$ cat src/hdl/modular_exponentiation_defines.svh
// ----------------------------------------------------------------------------
// Modular exponentiation assertion macros
// Shared concurrent assertion forms, clocked on clk and held off during reset.
// ----------------------------------------------------------------------------
`ifndef MODULAR_EXPONENTIATION_DEFINES_SVH
`define MODULAR_EXPONENTIATION_DEFINES_SVH

// A property that must hold at every clock edge outside reset.
`define MEXP_ASSERT(lbl, prop, msg) \
	lbl: assert property (@(posedge clk) disable iff (!arst_n) (prop)) else $error(msg);

// A condition in one cycle that implies a consequence in the next cycle.
`define MEXP_ASSERT_NEXT(lbl, ante, cons, msg) \
	lbl: assert property (@(posedge clk) disable iff (!arst_n) (ante) |=> (cons)) \
		else $error(msg);

`endif

$ cat src/hdl/mexp_pkg.sv
// ----------------------------------------------------------------------------
// Modular exponentiation package
// Width default, sequencer states and the status bundle of the multiplier.
// ----------------------------------------------------------------------------
package mexp_pkg;

	// Default operand width.
	localparam int MEXP_WIDTH = 32;

	// Sequencer states of the exponentiation controller.
	typedef enum logic [2:0] {
		ST_IDLE,
		ST_REDUCE,
		ST_SCAN,
		ST_SQUARE,
		ST_MULT,
		ST_DONE
	} state_t;

	// Status of the shared modular multiplier.
	typedef struct packed {
		logic busy;
		logic done;
	} mm_stat_t;

endpackage

$ cat src/hdl/mexp_mulmod.sv
// ----------------------------------------------------------------------------
// Iterative modular multiplier
// Computes x * y mod n one bit of y per cycle, most significant bit first.
// ----------------------------------------------------------------------------
module mexp_mulmod #(
	parameter int WIDTH = mexp_pkg::MEXP_WIDTH
) (
	input  logic              clk,
	input  logic              arst_n,
	input  logic              start,
	input  logic [WIDTH-1:0]  x,
	input  logic [WIDTH-1:0]  y,
	input  logic [WIDTH-1:0]  n,
	output mexp_pkg::mm_stat_t stat,
	output logic [WIDTH-1:0]  result
);
	import mexp_pkg::*;

	localparam int CNT_W = $clog2(WIDTH);

	logic             busy_q;
	logic             done_q;
	logic [CNT_W-1:0] cnt_q;
	logic [WIDTH-1:0] acc_q;
	logic [WIDTH-1:0] x_q;
	logic [WIDTH-1:0] y_q;
	logic [WIDTH-1:0] n_q;

	logic [WIDTH+1:0] sum;
	logic [WIDTH+2:0] diff1;
	logic [WIDTH+2:0] diff2;
	logic [WIDTH-1:0] acc_next;

	// One step: 2*acc plus x when the bit is set. The sum stays below 3n, so
	// subtracting n or 2n once brings it back into range. A zero modulus
	// stands for 2^WIDTH, where the low bits are the answer.
	always_comb begin
		sum   = {1'b0, acc_q, 1'b0} + {2'b00, (y_q[WIDTH-1] ? x_q : '0)};
		diff1 = {1'b0, sum} - {3'b000, n_q};
		diff2 = {1'b0, sum} - {2'b00, n_q, 1'b0};
		if (n_q == '0) begin
			acc_next = sum[WIDTH-1:0];
		end else if (!diff2[WIDTH+2]) begin
			acc_next = diff2[WIDTH-1:0];
		end else if (!diff1[WIDTH+2]) begin
			acc_next = diff1[WIDTH-1:0];
		end else begin
			acc_next = sum[WIDTH-1:0];
		end
	end

	// Control: a run steps once per bit of y, then done pulses for one cycle.
	always_ff @(posedge clk or negedge arst_n) begin
		if (!arst_n) begin
			busy_q <= 1'b0;
			done_q <= 1'b0;
			cnt_q  <= '0;
		end else begin
			done_q <= 1'b0;
			if (start) begin
				busy_q <= 1'b1;
				cnt_q  <= CNT_W'(WIDTH - 1);
			end else if (busy_q) begin
				cnt_q <= cnt_q - 1'b1;
				if (cnt_q == '0) begin
					busy_q <= 1'b0;
					done_q <= 1'b1;
				end
			end
		end
	end

	// Datapath: operands are captured at start, y shifts out one bit a cycle.
	always_ff @(posedge clk) begin
		if (start) begin
			acc_q <= '0;
			x_q   <= x;
			y_q   <= y;
			n_q   <= n;
		end else if (busy_q) begin
			acc_q <= acc_next;
			y_q   <= {y_q[WIDTH-2:0], 1'b0};
		end
	end

	assign stat.busy = busy_q;
	assign stat.done = done_q;
	assign result    = acc_q;

endmodule

$ cat src/hdl/modular_exponentiation.sv
// Sequence: a zero exponent goes straight to loading the output register. Otherwise the
// base is first reduced by the modulus, each leading zero bit takes a scan step, and each bit
// from the leading one takes a scan step, a square (not for the leading bit) and, when set,
// a multiply; the output register is then loaded.
// Items: one item at a time; a new input is taken only once the sequencer is idle again.
// Reset: arst_n clears the sequencer and output valid; the modulus resets to 1.
// ----------------------------------------------------------------------------
// Modular exponentiation
// Left-to-right binary exponentiation of base modulo a configured modulus.
// ----------------------------------------------------------------------------
`include "modular_exponentiation_defines.svh"

module modular_exponentiation #(
	parameter int WIDTH = mexp_pkg::MEXP_WIDTH
) (
	input  logic             clk,
	input  logic             arst_n,
	// Configuration write channel
	input  logic             cfg_valid,
	output logic             cfg_ready,
	input  logic [WIDTH-1:0] modulus,
	// Input channel
	input  logic             in_valid,
	output logic             in_stall,
	input  logic [WIDTH-1:0] base,
	input  logic [WIDTH-1:0] exponent,
	// Output channel
	output logic             out_valid,
	input  logic             out_stall,
	output logic [WIDTH-1:0] power_result
);
	import mexp_pkg::*;

	localparam int CNT_W = $clog2(WIDTH);

	state_t           state_q;
	state_t           state_d;
	logic [WIDTH-1:0] n_q;
	logic [WIDTH-1:0] a_q;
	logic [WIDTH-1:0] acc_q;
	logic [WIDTH-1:0] exp_q;
	logic [CNT_W-1:0] bit_cnt_q;
	logic             started_q;
	logic             out_valid_q;
	logic [WIDTH-1:0] res_q;

	logic             mm_start;
	logic [WIDTH-1:0] mm_x;
	logic [WIDTH-1:0] mm_y;
	logic [WIDTH-1:0] mm_result;
	mm_stat_t         mm_stat;
	logic             accept;
	logic             last_bit;
	logic             bit_adv;
	logic             out_load;
	logic [WIDTH-1:0] one_mod;
	logic             mm_wait;

	assign accept   = in_valid && !in_stall;
	assign last_bit = (bit_cnt_q == '0);
	// The value one reduced by the modulus: zero when the modulus is one.
	assign one_mod  = (n_q == WIDTH'(1)) ? '0 : WIDTH'(1);

	// Shared modular multiplier.
	mexp_mulmod #(
		.WIDTH(WIDTH)
	) u_mulmod (
		.clk   (clk),
		.arst_n(arst_n),
		.start (mm_start),
		.x     (mm_x),
		.y     (mm_y),
		.n     (n_q),
		.stat  (mm_stat),
		.result(mm_result)
	);

	// Next state.
	always_comb begin
		state_d = state_q;
		unique case (state_q)
			ST_IDLE: begin
				if (accept) begin
					state_d = (exponent == '0) ? ST_DONE : ST_REDUCE;
				end
			end
			ST_REDUCE: begin
				if (mm_stat.done) begin
					state_d = ST_SCAN;
				end
			end
			ST_SCAN: begin
				if (started_q) begin
					state_d = ST_SQUARE;
				end else if (exp_q[WIDTH-1]) begin
					state_d = ST_MULT;
				end else if (last_bit) begin
					state_d = ST_DONE;
				end
			end
			ST_SQUARE: begin
				if (mm_stat.done) begin
					if (exp_q[WIDTH-1]) begin
						state_d = ST_MULT;
					end else begin
						state_d = last_bit ? ST_DONE : ST_SCAN;
					end
				end
			end
			ST_MULT: begin
				if (mm_stat.done) begin
					state_d = last_bit ? ST_DONE : ST_SCAN;
				end
			end
			ST_DONE: begin
				if (!out_valid_q || !out_stall) begin
					state_d = ST_IDLE;
				end
			end
			default: state_d = ST_IDLE;
		endcase
	end

	// Sequencer outputs: multiplier launch, operands, bit advance and output load.
	always_comb begin
		mm_start = 1'b0;
		mm_x     = acc_q;
		mm_y     = acc_q;
		bit_adv  = 1'b0;
		out_load = 1'b0;
		unique case (state_q)
			ST_IDLE: begin
				mm_start = accept && (exponent != '0);
				mm_x     = WIDTH'(1);
				mm_y     = base;
			end
			ST_REDUCE: begin
			end
			ST_SCAN: begin
				mm_start = started_q || exp_q[WIDTH-1];
				mm_x     = started_q ? acc_q : a_q;
				bit_adv  = !started_q && !exp_q[WIDTH-1];
			end
			ST_SQUARE: begin
				// The squared value feeds the multiply straight from the unit.
				mm_start = mm_stat.done && exp_q[WIDTH-1];
				mm_x     = a_q;
				mm_y     = mm_result;
				bit_adv  = mm_stat.done && !exp_q[WIDTH-1];
			end
			ST_MULT: begin
				bit_adv = mm_stat.done;
			end
			ST_DONE: begin
				out_load = !out_valid_q || !out_stall;
			end
			default: begin
			end
		endcase
	end

	// Control registers.
	always_ff @(posedge clk or negedge arst_n) begin
		if (!arst_n) begin
			state_q     <= ST_IDLE;
			n_q         <= WIDTH'(1);
			started_q   <= 1'b0;
			bit_cnt_q   <= '0;
			out_valid_q <= 1'b0;
		end else begin
			state_q <= state_d;
			if (cfg_valid && cfg_ready) begin
				n_q <= modulus;
			end
			if (accept) begin
				started_q <= 1'b0;
				bit_cnt_q <= CNT_W'(WIDTH - 1);
			end else begin
				if (state_q == ST_SCAN && !started_q && exp_q[WIDTH-1]) begin
					started_q <= 1'b1;
				end
				if (bit_adv) begin
					bit_cnt_q <= bit_cnt_q - 1'b1;
				end
			end
			if (out_load) begin
				out_valid_q <= 1'b1;
			end else if (!out_stall) begin
				out_valid_q <= 1'b0;
			end
		end
	end

	// Datapath registers.
	always_ff @(posedge clk) begin
		if (accept) begin
			exp_q <= exponent;
			acc_q <= WIDTH'(1);
		end else begin
			if (state_q == ST_REDUCE && mm_stat.done) begin
				a_q   <= mm_result;
				acc_q <= one_mod;
			end
			if ((state_q == ST_SQUARE || state_q == ST_MULT) && mm_stat.done) begin
				acc_q <= mm_result;
			end
			if (bit_adv) begin
				exp_q <= {exp_q[WIDTH-2:0], 1'b0};
			end
		end
		if (out_load) begin
			res_q <= acc_q;
		end
	end

	// A pending configuration write takes the idle cycle ahead of any input transfer.
	assign in_stall     = (state_q != ST_IDLE) || cfg_valid;
	assign cfg_ready    = (state_q == ST_IDLE);
	assign out_valid    = out_valid_q;
	assign power_result = res_q;

	assign mm_wait = (state_q == ST_REDUCE) || (state_q == ST_SQUARE) || (state_q == ST_MULT);

	// Checks on the sequencer and the output register.
	`MEXP_ASSERT(a_done_in_wait, !mm_stat.done || mm_wait, "Multiplier finished outside a wait")
	`MEXP_ASSERT(a_start_idle, !mm_start || !mm_stat.busy, "Multiplier started while busy")
	`MEXP_ASSERT(a_acc_reduced, !(state_q == ST_SCAN && n_q != '0) || acc_q < n_q, "Acc not reduced")
	`MEXP_ASSERT_NEXT(a_out_hold, out_valid_q && out_stall, out_valid_q && $stable(res_q), "Result moved")

endmodule
$ cat config.mk
export PLATFORM = sky130hd
export DESIGN_NAME = modular_exponentiation
export DESIGN_NICKNAME = d
export VERILOG_FILES = /design/src/hdl/mexp_pkg.sv /design/src/hdl/mexp_mulmod.sv /design/src/hdl/modular_exponentiation.sv
export VERILOG_INCLUDE_DIRS = /design/src /design/src/hdl
export SDC_FILE = /design/constraint.sdc
export NUM_CORES = 1
export LEC_CHECK = 0
export ABC_AREA = 1
export BUFFER_PORTS_ARGS = -buffer_cell sky130_fd_sc_hd__buf_2
export CAP_MARGIN = 20
export CORE_MARGIN = 3
export CORE_UTILIZATION = 65
export DETAILED_ROUTE_END_ITERATION = 10
export PLACE_DENSITY = 0.88
export SLEW_MARGIN = 20
export SYNTH_ARGS = -nofsm -noshare
export SYNTH_HDL_FRONTEND = slang
export SYNTH_HIERARCHICAL = 1
export SYNTH_SLANG_ARGS = --single-unit
$ cat constraint.sdc
create_clock -name clk -period 18.7 [get_ports clk]
set_input_delay 1.87 -clock clk [delete_from_list [all_inputs] [get_ports clk]]
set_output_delay 1.87 -clock clk [all_outputs]
set_load 0.02 [all_outputs]
==> out/qor.yml <==
outcome: "complete, no violations"
hp-class: "reg -> reg"
critPathMaxStageDelay_ns: 0.43
antenna_cells: 0
cp_data_required_time_ns: 19.12
clock_latency_ns: 0.53
syn-cell-area_um2: 19360
max_slew_margin_pct: 26.28
final_cells: 3049
h-tree-depth: 2
fillCellCount: 2117
crit_fanout: 32
grt_max_degree: 67
setup_viol: 0
crit_arrival_ns: 5.89
firstDrtPassIters: 6
track_usage_pct: 37.74
netlist_instances: 2526
period_needed_ns: 5.471
synth_area_per_cell_um2: 7.665
ctsResizeCount: 0
totalWireLength_mm: 61.62
die_y_um: 178.6
drc_errors: 0
worst_slew_pin_slew_ns: 1.103
die_w_um: 178.6
final_nets: 2841
cts_setup_buffers: 0
setup_tns_ns: 0
die-area_um2: 31890
hp-start: "acc_q[11]"
critPathSlowestCell: "fa_1"
root_buffer: "clkbuf_16"
ctsHoldBuffers: 0
viasPerCell: 6.086
area_growth_pct: 11.02
syn-num-nets: 2728
core_area_um2: 29010
drive_gt1_share_pct: 10.73
grt_pass1_vias: 17453
path_class: "reg -> reg"
cp-end-kind: "register"
fmax_mhz: 182.8
cpMostUsedCell: "nand2_1"
io_pins: 136
multi_input_area_um2: 9629
clkSinkCount: 305
clk_pin_slew_ns: 0.07
drt_iter0_drc: 2399
reg2reg_from: "u_mulmod/y_q[31]"
globalRouteOverflowTotal: 0
start_kind: "register"
ant_nets: 0
rows: 62
slew_viol_final: 0
io_buffers: 135
start_util_pct: 66.74
crit_start: "u_mulmod/y_q[31]"
grt_pass1_wl_mm: 93.29
numPlacedInstances: 2987
cts_buffers: 34
finClkSkew_ns: 0.02990
seqCellArea_um2: 8274
tritoncts: "built"
gp_congestion: 1.011
hold_viol: 0
dp_hpwl_mm: 44.71
drv_cap: 0
antenna_found_initial: 0
rsz0062_at_grt: "no"
vias: 18556
clockBufferDepth: 3
ys.warnings.count: 6
min_period_over_period_pct: 29.26
routedWlPerCell_um: 20.21
[worst max-delay path, delay by kind of cell, from the launching register on]
kind	cells	cell delay (ns)
AO/OA/AOI/OAI	3	0.71
XOR/XNOR	1	0.14
adder cells (fa/ha/maj)	3	1.00
buffers and inverters	5	0.79
flip-flops	1	0.34
AND/OR/NAND/NOR	20	2.34
[state kept, by name, summed over array words and instances, names as in the netlist]
signal,count
u_mulmod/x_q,32
u_mulmod/result,32
u_mulmod/n_q,32
bit_cnt_q,5
u_mulmod/done_q,1
state_q,3
u_mulmod/cnt_q,5
exp_q,32
started_q,1
power_result,32
n_q,32
a_q,32
u_mulmod/y_q,32
u_mulmod/busy_q,1
out_valid,1
acc_q,32
[through the flow]
stage               setup WS [ns]  cell area (um2)  hold WS, ns  util (%)
floorplan                   9.794            19360       0.4310         -
global placement            13.70            20280       0.4467     69.92
detailed placement          13.46            20310       0.4451     70.01
CTS                         13.37            21480       0.4615     74.05
global route                12.81            21500       0.4762     74.09
finish                      13.23            21500       0.4659     74.09
[placed cells by master (no fill, tap or decap), types with 4 or more instances in the layout]
cell / n
nand2_1: 857
clkbuf_16: 34
xor2_1: 38
xnor2_1: 29
nor2_1: 193
clkbuf_1: 8
nor4_1: 6
nand4_1: 53
a31oi_1: 11
nand3_1: 144
edfxtp_1: 192
nor3_1: 13
ha_1: 98
inv_2: 6
o21a_1: 4
mux2_2: 31
o21ai_1: 19
clkinv_2: 6
buf_4: 15
a21oi_1: 142
o21bai_1: 18
a21o_1: 17
nor2_2: 5
or2_2: 9
dfrtp_1: 48
inv_1: 290
o211ai_1: 23
nand3b_1: 9
buf_2: 135
a21boi_0: 4
bufinv_16: 5
clkinv_1: 5
nand2_2: 11
dfxtp_1: 64
o21ai_0: 80
[path summary, 6_finish.rpt]
path,cells past startpoint,slack (ns),endpoint
min in group asynchronous,2,1.45,bit_cnt_q[3]
max in group asynchronous,2,16.81,n_q[16]
max,32,13.23,u_mulmod/result[22]
max reg2reg,32,13.23,u_mulmod/result[22]
min reg2reg,0,0.47,power_result[11]
min,0,0.47,power_result[11]
[metal layers]
layer  vias up  track usage [%]  part of all wire, %
met1      8535            50.83                   40
met3       231            6.748                   10
met4         0            15.36                  4.6
met5         -                0                    0
met2      1249            60.58                   45
li1       8541                -                    -
[final cells by class]
cell class / instances / share of cell area, %
repair buffers: 151 / 3.795
inverters: 299 / 5.227
multi-input cells: 1848 / 44.80
flip-flops and latches: 305 / 38.49
clock inverters: 18 / 1.228
clock buffers: 44 / 4.226
well taps: 384 / 2.235
Power is left out: the tool's default activity adds up to more than one toggle a clock period on the data nets, which glitch-free logic cannot reach.
